[config.mk]
export PLATFORM = sky130hd
export DESIGN_NAME = clock_page_buffer_manager
export DESIGN_NICKNAME = d
export VERILOG_FILES = /design/src/design/cpbm_pkg.sv /design/src/design/cpbm_fifo.sv /design/src/design/cpbm_front.sv /design/src/design/cpbm_engine.sv /design/src/design/clock_page_buffer_manager.sv
export SDC_FILE = /design/constraint.sdc
export NUM_CORES = 2
export LEC_CHECK = 0
export ABC_AREA = 1
export BUFFER_PORTS_ARGS = -buffer_cell sky130_fd_sc_hd__buf_2
export CAP_MARGIN = 20
export CORE_MARGIN = 2
export CORE_UTILIZATION = 45
export CTS_BUF_LIST = sky130_fd_sc_hd__clkbuf_8
export CTS_CLUSTER_DIAMETER = 50
export DETAILED_ROUTE_END_ITERATION = 10
export SKIP_LAST_GASP = 1
export SLEW_MARGIN = 0
export SYNTH_ARGS = -nofsm -noshare
export SYNTH_HDL_FRONTEND = slang
export SYNTH_SLANG_ARGS = --single-unit
export TNS_END_PERCENT = 5
[constraint.sdc]
create_clock -name i_clk -period 7.55 [get_ports i_clk]
set_input_delay 0.3775 -clock i_clk [delete_from_list [all_inputs] [get_ports i_clk]]
set_output_delay 0.3775 -clock i_clk [all_outputs]
set_load 0.005 [all_outputs]
[src/design/cpbm_pkg.sv]
// Shared types and codes for the clock page buffer manager.
`timescale 1ns / 1ps
package cpbm_pkg;

    // Command codes of an input item
    localparam logic [2:0] CMD_READ     = 3'd0;
    localparam logic [2:0] CMD_ALLOC    = 3'd1;
    localparam logic [2:0] CMD_UNPIN    = 3'd2;
    localparam logic [2:0] CMD_DISPOSE  = 3'd3;
    localparam logic [2:0] CMD_FLUSH    = 3'd4;

    // Status codes of a result item
    localparam logic [2:0] STAT_OK          = 3'd0;
    localparam logic [2:0] STAT_ALL_PINNED  = 3'd1;
    localparam logic [2:0] STAT_NOT_RESIDENT = 3'd2;
    localparam logic [2:0] STAT_NOT_PINNED  = 3'd3;
    localparam logic [2:0] STAT_FLUSH_PINNED = 3'd4;

    // Classified operations handed from front to back
    localparam logic [1:0] OP_PIN     = 2'd0;
    localparam logic [1:0] OP_UNPIN   = 2'd1;
    localparam logic [1:0] OP_DISPOSE = 2'd2;
    localparam logic [1:0] OP_FLUSH   = 2'd3;

    localparam int TAG_W = 40;

    typedef struct packed {
        logic [2:0]  cmd;
        logic [7:0]  file_id;
        logic [31:0] page_id;
        logic        mark_dirty;
    } t_in_item;

    typedef struct packed {
        logic [3:0]  frame;
        logic        hit;
        logic        evicted_valid;
        logic [7:0]  evicted_file;
        logic [31:0] evicted_page;
        logic        write_back;
        logic [2:0]  status;
        logic        last;
    } t_out_item;

    typedef struct packed {
        logic [1:0]  op;
        logic [7:0]  file_id;
        logic [31:0] page_id;
        logic        mark_dirty;
    } t_job;

endpackage

[src/design/cpbm_fifo.sv]
// Small register queue used between the stages of the buffer manager.
`timescale 1ns / 1ps
module cpbm_fifo #(
    parameter int W     = 8,
    parameter int DEPTH = 2
) (
    input  logic         i_clk,
    input  logic         i_rst_n,
    input  logic         i_push,
    input  logic [W-1:0] i_data,
    output logic         o_full,
    input  logic         i_pop,
    output logic [W-1:0] o_data,
    output logic         o_empty
);
    localparam int AW = (DEPTH > 1) ? $clog2(DEPTH) : 1;
    localparam int CW = $clog2(DEPTH + 1);

    logic [W-1:0]  r_mem [DEPTH];
    logic [AW-1:0] r_wp, n_wp, r_rp, n_rp;
    logic [CW-1:0] r_cnt, n_cnt;
    logic          do_push, do_pop;

    assign o_full  = (r_cnt == CW'(DEPTH));
    assign o_empty = (r_cnt == '0);
    assign o_data  = r_mem[r_rp];
    assign do_push = i_push && !o_full;
    assign do_pop  = i_pop && !o_empty;

    // advance pointers with wrap
    always_comb begin
        n_wp  = r_wp;
        n_rp  = r_rp;
        n_cnt = r_cnt;
        if (do_push) begin
            n_wp = (r_wp == AW'(DEPTH - 1)) ? '0 : r_wp + 1'b1;
        end
        if (do_pop) begin
            n_rp = (r_rp == AW'(DEPTH - 1)) ? '0 : r_rp + 1'b1;
        end
        if (do_push && !do_pop) begin
            n_cnt = r_cnt + 1'b1;
        end else if (do_pop && !do_push) begin
            n_cnt = r_cnt - 1'b1;
        end
    end

    always_ff @(posedge i_clk) begin
        if (!i_rst_n) begin
            r_wp  <= '0;
            r_rp  <= '0;
            r_cnt <= '0;
        end else begin
            r_wp  <= n_wp;
            r_rp  <= n_rp;
            r_cnt <= n_cnt;
        end
    end

    // hold item storage
    always_ff @(posedge i_clk) begin
        if (do_push) begin
            r_mem[r_wp] <= i_data;
        end
    end

endmodule

[src/design/cpbm_front.sv]
// Front end: accepts input items, classifies commands and queues jobs.
`timescale 1ns / 1ps
module cpbm_front (
    input  logic              i_clk,
    input  logic              i_rst_n,
    input  logic              i_push,
    input  cpbm_pkg::t_in_item i_item,
    output logic              o_full,
    input  logic              i_job_pop,
    output cpbm_pkg::t_job    o_job,
    output logic              o_job_empty
);
    cpbm_pkg::t_job job;
    logic           known;

    // classify the command; drop undefined codes
    always_comb begin
        known          = 1'b1;
        job.file_id    = i_item.file_id;
        job.page_id    = i_item.page_id;
        job.mark_dirty = i_item.mark_dirty;
        job.op         = cpbm_pkg::OP_PIN;
        unique case (i_item.cmd)
            cpbm_pkg::CMD_READ, cpbm_pkg::CMD_ALLOC: job.op = cpbm_pkg::OP_PIN;
            cpbm_pkg::CMD_UNPIN:   job.op = cpbm_pkg::OP_UNPIN;
            cpbm_pkg::CMD_DISPOSE: job.op = cpbm_pkg::OP_DISPOSE;
            cpbm_pkg::CMD_FLUSH:   job.op = cpbm_pkg::OP_FLUSH;
            default:               known  = 1'b0;
        endcase
    end

    cpbm_fifo #(
        .W     ($bits(cpbm_pkg::t_job)),
        .DEPTH (2)
    ) u_job_q (
        .i_clk   (i_clk),
        .i_rst_n (i_rst_n),
        .i_push  (i_push && known),
        .i_data  (job),
        .o_full  (o_full),
        .i_pop   (i_job_pop),
        .o_data  (o_job),
        .o_empty (o_job_empty)
    );

endmodule

[src/design/cpbm_engine.sv]
// Back end: frame table, tag search, clock sweep and flush sequencer.
`timescale 1ns / 1ps
module cpbm_engine #(
    parameter int NUM_FRAMES = 16
) (
    input  logic               i_clk,
    input  logic               i_rst_n,
    input  cpbm_pkg::t_job     i_job,
    input  logic               i_job_empty,
    output logic               o_job_pop,
    output logic               o_res_push,
    output cpbm_pkg::t_out_item o_res,
    input  logic               i_res_full
);
    localparam int FW = $clog2(NUM_FRAMES);

    localparam logic [2:0] S_IDLE  = 3'd0;
    localparam logic [2:0] S_RD    = 3'd1;
    localparam logic [2:0] S_CHK   = 3'd2;
    localparam logic [2:0] S_FEND  = 3'd3;
    localparam logic [2:0] S_SWEEP = 3'd4;
    localparam logic [2:0] S_EVRD  = 3'd5;
    localparam logic [2:0] S_EVICT = 3'd6;

    logic [2:0]  r_state, n_state;
    logic [FW-1:0] r_idx, n_idx, r_hand, n_hand, nh, rd_addr, wa;
    logic        r_allpin, n_allpin, allpin_c;
    cpbm_pkg::t_job r_job, n_job;

    logic        r_valid [NUM_FRAMES];
    logic        n_valid [NUM_FRAMES];
    logic [7:0]  r_pins  [NUM_FRAMES];
    logic [7:0]  n_pins  [NUM_FRAMES];
    logic        r_ref   [NUM_FRAMES];
    logic        n_ref   [NUM_FRAMES];
    logic        r_dirty [NUM_FRAMES];
    logic        n_dirty [NUM_FRAMES];

    logic [cpbm_pkg::TAG_W-1:0] r_tag [NUM_FRAMES];
    logic [cpbm_pkg::TAG_W-1:0] r_rd_tag;
    logic        we;

    logic        cv, tag_hit, fmatch, last_idx;
    logic [7:0]  cp;

    assign cv       = r_valid[r_idx];
    assign cp       = r_pins[r_idx];
    assign tag_hit  = cv && (r_rd_tag == {r_job.file_id, r_job.page_id});
    assign fmatch   = cv && (r_rd_tag[cpbm_pkg::TAG_W-1 -: 8] == r_job.file_id);
    assign last_idx = (r_idx == FW'(NUM_FRAMES - 1));
    assign allpin_c = r_allpin && cv && (cp != 8'd0);
    assign nh       = (r_hand == FW'(NUM_FRAMES - 1)) ? '0 : r_hand + 1'b1;
    assign rd_addr  = (r_state == S_EVRD || r_state == S_EVICT) ? r_hand : r_idx;

    // sequence one job through search, sweep or flush
    always_comb begin
        n_state  = r_state;
        n_idx    = r_idx;
        n_hand   = r_hand;
        n_allpin = r_allpin;
        n_job    = r_job;
        n_valid  = r_valid;
        n_pins   = r_pins;
        n_ref    = r_ref;
        n_dirty  = r_dirty;
        o_job_pop  = 1'b0;
        o_res_push = 1'b0;
        o_res      = '0;
        o_res.last = 1'b1;
        we = 1'b0;
        wa = r_hand;
        unique case (r_state)
            S_IDLE: begin
                if (!i_job_empty) begin
                    o_job_pop = 1'b1;
                    n_job     = i_job;
                    n_idx     = '0;
                    n_allpin  = 1'b1;
                    n_state   = S_RD;
                end
            end
            S_RD: begin
                n_state = S_CHK;
            end
            S_CHK: begin
                if (r_job.op == cpbm_pkg::OP_FLUSH) begin
                    if (fmatch && cp != 8'd0) begin
                        if (!i_res_full) begin
                            o_res_push   = 1'b1;
                            o_res.frame  = 4'(r_idx);
                            o_res.status = cpbm_pkg::STAT_FLUSH_PINNED;
                            n_state      = S_IDLE;
                        end
                    end else if (!(fmatch && r_dirty[r_idx]) || !i_res_full) begin
                        if (fmatch) begin
                            if (r_dirty[r_idx]) begin
                                o_res_push          = 1'b1;
                                o_res.frame         = 4'(r_idx);
                                o_res.evicted_valid = 1'b1;
                                o_res.evicted_file  = r_rd_tag[cpbm_pkg::TAG_W-1 -: 8];
                                o_res.evicted_page  = r_rd_tag[31:0];
                                o_res.write_back    = 1'b1;
                                o_res.last          = 1'b0;
                            end
                            n_valid[r_idx] = 1'b0;
                            n_pins[r_idx]  = 8'd0;
                            n_ref[r_idx]   = 1'b0;
                            n_dirty[r_idx] = 1'b0;
                        end
                        if (last_idx) begin
                            n_state = S_FEND;
                        end else begin
                            n_idx   = r_idx + 1'b1;
                            n_state = S_RD;
                        end
                    end
                end else if (tag_hit) begin
                    if (!i_res_full) begin
                        o_res_push  = 1'b1;
                        o_res.frame = 4'(r_idx);
                        n_state     = S_IDLE;
                        case (r_job.op)
                            cpbm_pkg::OP_PIN: begin
                                o_res.hit    = 1'b1;
                                n_ref[r_idx] = 1'b1;
                                if (cp != 8'hFF) begin
                                    n_pins[r_idx] = cp + 8'd1;
                                end
                            end
                            cpbm_pkg::OP_UNPIN: begin
                                if (cp == 8'd0) begin
                                    o_res.status = cpbm_pkg::STAT_NOT_PINNED;
                                end else begin
                                    n_pins[r_idx] = cp - 8'd1;
                                    if (r_job.mark_dirty) begin
                                        n_dirty[r_idx] = 1'b1;
                                    end
                                end
                            end
                            default: begin
                                n_valid[r_idx] = 1'b0;
                                n_pins[r_idx]  = 8'd0;
                                n_ref[r_idx]   = 1'b0;
                                n_dirty[r_idx] = 1'b0;
                            end
                        endcase
                    end
                end else if (!last_idx) begin
                    n_allpin = allpin_c;
                    n_idx    = r_idx + 1'b1;
                    n_state  = S_RD;
                end else if (r_job.op == cpbm_pkg::OP_PIN && !allpin_c) begin
                    n_state = S_SWEEP;
                end else if (!i_res_full) begin
                    o_res_push   = 1'b1;
                    o_res.status = (r_job.op == cpbm_pkg::OP_PIN) ?
                                   cpbm_pkg::STAT_ALL_PINNED : cpbm_pkg::STAT_NOT_RESIDENT;
                    n_state      = S_IDLE;
                end
            end
            S_FEND: begin
                if (!i_res_full) begin
                    o_res_push = 1'b1;
                    n_state    = S_IDLE;
                end
            end
            S_SWEEP: begin
                if (!i_res_full) begin
                    n_hand = nh;
                    if (!r_valid[nh]) begin
                        we          = 1'b1;
                        wa          = nh;
                        n_valid[nh] = 1'b1;
                        n_pins[nh]  = 8'd1;
                        n_ref[nh]   = 1'b1;
                        n_dirty[nh] = 1'b0;
                        o_res_push  = 1'b1;
                        o_res.frame = 4'(nh);
                        n_state     = S_IDLE;
                    end else if (r_pins[nh] != 8'd0) begin
                        n_state = S_SWEEP;
                    end else if (r_ref[nh]) begin
                        n_ref[nh] = 1'b0;
                    end else begin
                        n_state = S_EVRD;
                    end
                end
            end
            S_EVRD: begin
                n_state = S_EVICT;
            end
            S_EVICT: begin
                if (!i_res_full) begin
                    we                  = 1'b1;
                    o_res_push          = 1'b1;
                    o_res.frame         = 4'(r_hand);
                    o_res.evicted_valid = 1'b1;
                    o_res.evicted_file  = r_rd_tag[cpbm_pkg::TAG_W-1 -: 8];
                    o_res.evicted_page  = r_rd_tag[31:0];
                    o_res.write_back    = r_dirty[r_hand];
                    n_valid[r_hand]     = 1'b1;
                    n_pins[r_hand]      = 8'd1;
                    n_ref[r_hand]       = 1'b1;
                    n_dirty[r_hand]     = 1'b0;
                    n_state             = S_IDLE;
                end
            end
            default: n_state = S_IDLE;
        endcase
    end

    // hold control state and frame flags
    always_ff @(posedge i_clk) begin
        if (!i_rst_n) begin
            r_state  <= S_IDLE;
            r_hand   <= FW'(NUM_FRAMES - 1);
            r_idx    <= '0;
            r_allpin <= 1'b1;
            for (int k = 0; k < NUM_FRAMES; k++) begin
                r_valid[k] <= 1'b0;
                r_pins[k]  <= 8'd0;
                r_ref[k]   <= 1'b0;
                r_dirty[k] <= 1'b0;
            end
        end else begin
            r_state  <= n_state;
            r_hand   <= n_hand;
            r_idx    <= n_idx;
            r_allpin <= n_allpin;
            r_valid  <= n_valid;
            r_pins   <= n_pins;
            r_ref    <= n_ref;
            r_dirty  <= n_dirty;
        end
    end

    always_ff @(posedge i_clk) begin
        r_job <= n_job;
    end

    // tag store: one write port, one registered read port
    always_ff @(posedge i_clk) begin
        if (we) begin
            r_tag[wa] <= {r_job.file_id, r_job.page_id};
        end
        r_rd_tag <= r_tag[rd_addr];
    end

endmodule

[src/design/clock_page_buffer_manager.sv]
// Top level of the clock page buffer manager.
// Usage: commands enter through a queue port (push, full, i_item); an item is
// taken when push is high and full is low. Results leave through a queue port
// (empty, pop, o_item); the oldest result is shown while empty is low and is
// taken when pop is high. Read, allocate, unpin and dispose give one result;
// flush gives one result per dirty frame of the file and a closing result,
// the last one marked by o_item.last; a pinned frame of the file instead ends
// flush with a STAT_FLUSH_PINNED result. Undefined commands give no result.
// The tag search reads the frames in order, each through S_RD and S_CHK; a
// miss adds the clock sweep, one frame per cycle while the result queue is
// not full, over up to 2*NUM_FRAMES frames. Jobs are handled one at a time.
// A two-entry command queue and a two-entry result queue decouple the ports
// from the engine; while the result queue is full the engine waits.
// Reset (synchronous, active low) frees all frames and parks the hand on the
// last frame.
`timescale 1ns / 1ps
module clock_page_buffer_manager #(
    parameter int NUM_FRAMES = 16
) (
    input  logic                i_clk,
    input  logic                i_rst_n,
    input  logic                push,
    output logic                full,
    input  cpbm_pkg::t_in_item  i_item,
    output logic                empty,
    input  logic                pop,
    output cpbm_pkg::t_out_item o_item
);
    cpbm_pkg::t_job      job;
    logic                job_empty, job_pop;
    cpbm_pkg::t_out_item res;
    logic                res_push, res_full;

    cpbm_front u_front (
        .i_clk       (i_clk),
        .i_rst_n     (i_rst_n),
        .i_push      (push),
        .i_item      (i_item),
        .o_full      (full),
        .i_job_pop   (job_pop),
        .o_job       (job),
        .o_job_empty (job_empty)
    );

    cpbm_engine #(
        .NUM_FRAMES (NUM_FRAMES)
    ) u_engine (
        .i_clk       (i_clk),
        .i_rst_n     (i_rst_n),
        .i_job       (job),
        .i_job_empty (job_empty),
        .o_job_pop   (job_pop),
        .o_res_push  (res_push),
        .o_res       (res),
        .i_res_full  (res_full)
    );

    // queue results towards the receiver
    cpbm_fifo #(
        .W     ($bits(cpbm_pkg::t_out_item)),
        .DEPTH (2)
    ) u_res_q (
        .i_clk   (i_clk),
        .i_rst_n (i_rst_n),
        .i_push  (res_push),
        .i_data  (res),
        .o_full  (res_full),
        .i_pop   (pop),
        .o_data  (o_item),
        .o_empty (empty)
    );

endmodule

==> flow_summary.json <==
{
  "vdd_drop_max_mv": 0.2822,
  "vias_per_cell": 5.806,
  "startpoint_type": "flop",
  "critical_path_class": "reg2reg",
  "cts_sinks": 1108,
  "grt_pass1_wl_um": 258800,
  "wire_per_inst_um": 24.71,
  "max_freq_mhz": 192.0,
  "overflow": 0,
  "fin_crit_ns": 5.207,
  "core_um2": 113900,
  "final-max-slew-violation-count": 0,
  "drt-pass1-iter-count": 9,
  "slew_headroom_pct": 18.48,
  "nFillCells": 10520,
  "finalCritPeriodShare_pct": 68.97,
  "end_kind": "flop",
  "post_cts_buffers": 0,
  "cp_max_fo": 66,
  "crit_chain": "buf_4, nand2_1, nand3_1, nand2_1, nand2_1, nand2_1, nor2_2, buf_4, inv_2, ha_1, inv_1, nor2_1, nand3_1, nor2_1, nand2_1, nand2_1, nor2_4, nand2_4, nor2_8, nand2_1, a21oi_1",
  "setup_violations": 0,
  "critical-path-top-delay-family": "simple AND/OR/NAND/NOR gates",
  "yosys_warnings": 0,
  "grt_usage_pct": 29.92,
  "synth_top_cell_by_area": "edfxtp_1",
  "dr_total_vias": 41940,
  "fin_util_pct": 50.89,
  "clk_pin_slew_ns": 0.06,
  "ys_types": 57,
  "gp_congestion": 0.9816,
  "tns_ns": 0,
  "synthTopCellsByArea": "edfxtp_1, dfxtp_1, nand2_1",
  "ios": 101,
  "synth.cell_area_um2": 51450,
  "critPathSlowestCell": "dfxtp_4",
  "rows": 124,
  "ys_seq_area_share_pct": 60.06,
  "p_leak_nw": 21.12,
  "synthCells": 5416,
  "drc_errors": 0,
  "synth_edf_count": 871,
  "synth_top_area_share_pct": 50.84,
  "die_h_um": 342.1,
  "clockBufferDepth": 3,
  "drive_above_1_share_pct": 11.06,
  "design_area_um2": 57950,
  "antenna_found_initial": 8,
  "synth_flop_cell": "edfxtp_1",
  "area.sequential_um2": 30910,
  "outcome": "complete, no violations",
  "hpwl_um": 114100,
  "hold_viol": 0,
  "cts_tree": "built",
  "grt_pass1_vias": 38450,
  "critPathArrivalTime_ns": 5.96,
  "cp_common_cell": "nand2_1",
  "synth_nets": 5480,
  "antenna_left": 0,
  "syn_avg_cell_area_um2": 9.499,
  "async_flop_share_pct": 0,
  "io_buffers": 100,
  "postPlaceCellArea_um2": 53630,
  "power_density_nw_per_um2": 363.0,
  "drtIter0Drc": 5027,
  "multi_input_area_um2": 17670,
  "clock_skew_ns": 0.06089,
  "htree_levels": 4,
  "cts-root-buf": "clkbuf_8",
  "required_ns": 8.31,
  "setup_slack_ns": 2.343,
  "cp.buffers_inverters": 4,
  "hold_class": "in2reg",
  "ys_ff_latch": 1108,
  "finalPower_mw": 21.04,
  "routed_wl_um": 178500,
  "area_delta_synth_final_pct": 12.65,
  "clk_latency_ns": 0.90,
  "tightest_slew_ns": 1.210,
  "die_w_um": 342.1,
  "initial_core_util_pct": 45.18,
  "place_ws_ns": 2.518,
  "drv_cap": 0,
  "dieArea_um2": 117000,
  "cts_buffers": 191,
  "rsz0062_at_grt": "no",
  "layout.nets": 5612,
  "grt_max_degree": 178,
  "critPathMaxStageDelay_ns": 0.89
}
==> layer usage <==
metal | vias to the layer above | global-route usage (%) | routed length [µm]
li1 | 19150 | - | -
met4 | 2 | 11.91 | 6941
met1 | 20220 | 42.47 | 75150
met3 | 380 | 7.579 | 19750
met5 | - | 0 | 14
met2 | 2192 | 43.83 | 76660
==> cell usage after synthesis (all sizes together) (5+ instances only) <==
cell / instances
a21oi: 317
a22oi: 5
a31oi: 12
buf: 101
clkbuf: 224
clkinv: 7
dfxtp: 237
edfxtp: 871
ha: 16
inv: 430
mux2: 51
nand2: 1056
nand3: 353
nand3b: 6
nand4: 44
nor2: 696
nor3: 49
o211ai: 88
o21ai: 573
o221ai: 108
o22ai: 83
o31ai: 15
o32ai: 5
or2: 7
xnor2: 17
xor2: 19
==> registers in the layout (all words and copies together) (netlist names), 2 cells and up, named ones only <==
register,cells
u_engine.r_rd_tag,40
u_res_q.r_cnt,2
u_res_q.r_mem,102
u_front.u_job_q.r_mem,86
u_engine.r_idx,4
u_engine.r_pins,128
u_front.u_job_q.r_cnt,2
u_engine.r_job,43
u_engine.r_tag,640
u_engine.r_state,3
u_engine.r_valid,16
u_engine.r_hand,4
==> per-stage QoR <==
step	hold slack, ns	std cells
final	0.2155	7224
after global routing	0.1734	7221
after CTS	0.1344	7218
after detailed placement	0.4503	6818
after global placement	0.4477	6817
after floorplan	0.4391	5416
==> layout make-up <==
| type | instances | area share [%] |
|---|---|---|
| multi-input cells | 3546 | 30.50 |
| repair buffers | 264 | 3.428 |
| clock buffers | 213 | 5.059 |
| flip-flops and latches | 1108 | 53.33 |
| inverters | 437 | 2.854 |
| clock inverters | 139 | 1.546 |
| diodes | 5 | 0.02159 |
| well taps | 1512 | 3.264 |
==> power breakdown <==
| group | leakage (nW) | switching, mW | internal, mW | total (mW) |
|---|---|---|---|---|
| sequential | 9.68 | 0.607 | 7.53 | 8.13 |
| clock | 2.20 | 2.56 | 2.89 | 5.45 |
| combinational | 9.24 | 5.72 | 1.74 | 7.46 |
| total | 21.1 | 8.89 | 12.2 | 21.0 |
==> worst register-to-register path, delay by kind of cell (launching register included) <==
family / cells / cell delay [ns]
adders and majority gates: 1 / 0.27
buffers and inverters: 4 / 1.14
and+or+nand+nor: 15 / 2.61
DFF: 1 / 0.89
AOI/OAI and AO/OA: 1 / 0.17
==> layout by cell type, fill, tap and decap left out, drive strengths merged, types with 12 or more instances in the layout <==
cell type / netlist / layout
nand2: 1056 / 1056
edfxtp: 871 / 871
nor2: 696 / 696
o21ai: 573 / 573
inv: 430 / 507
nand3: 353 / 353
a21oi: 317 / 317
dfxtp: 237 / 237
buf: 101 / 215
clkbuf: 224 / 214
o221ai: 108 / 108
o211ai: 88 / 88
o22ai: 83 / 83
clkinv: 7 / 57
mux2: 51 / 51
nor3: 49 / 49
dlygate4sd3: 0 / 48
nand4: 44 / 44
xor2: 19 / 19
xnor2: 17 / 17
ha: 16 / 16
o31ai: 15 / 15
a31oi: 12 / 12
==> cell families after synthesis <==
family	count (synthesis)	synth area share, %
buf+inv	762	6.034
compound gates	1228	13.81
fa+ha+maj	16	0.3891
simple gates	2215	17.98
xor+xnor	36	0.6129
mux	51	1.116
flops	1108	60.06
==> worst paths after layout <==
check                      startpoint                     endpoint  slack, ns  cells after the start
setup / recovery    u_engine.r_idx[0]         u_engine.r_pins[106]       2.34                     21
setup reg to reg    u_engine.r_idx[0]         u_engine.r_pins[106]       2.34                     21
hold reg to reg   u_engine.r_pins[66]          u_engine.r_pins[66]       0.46                      2
hold / removal              i_item[6]  u_front.u_job_q.r_mem[0][6]       0.22                      2
==> timing repair <==
item / 4_1_cts / 5_1_grt
hold endpoints to repair: 119 / 0
hold buffers: 48 / 0
resized for setup: 0 / 0
(Power assumes the default switching activity.)
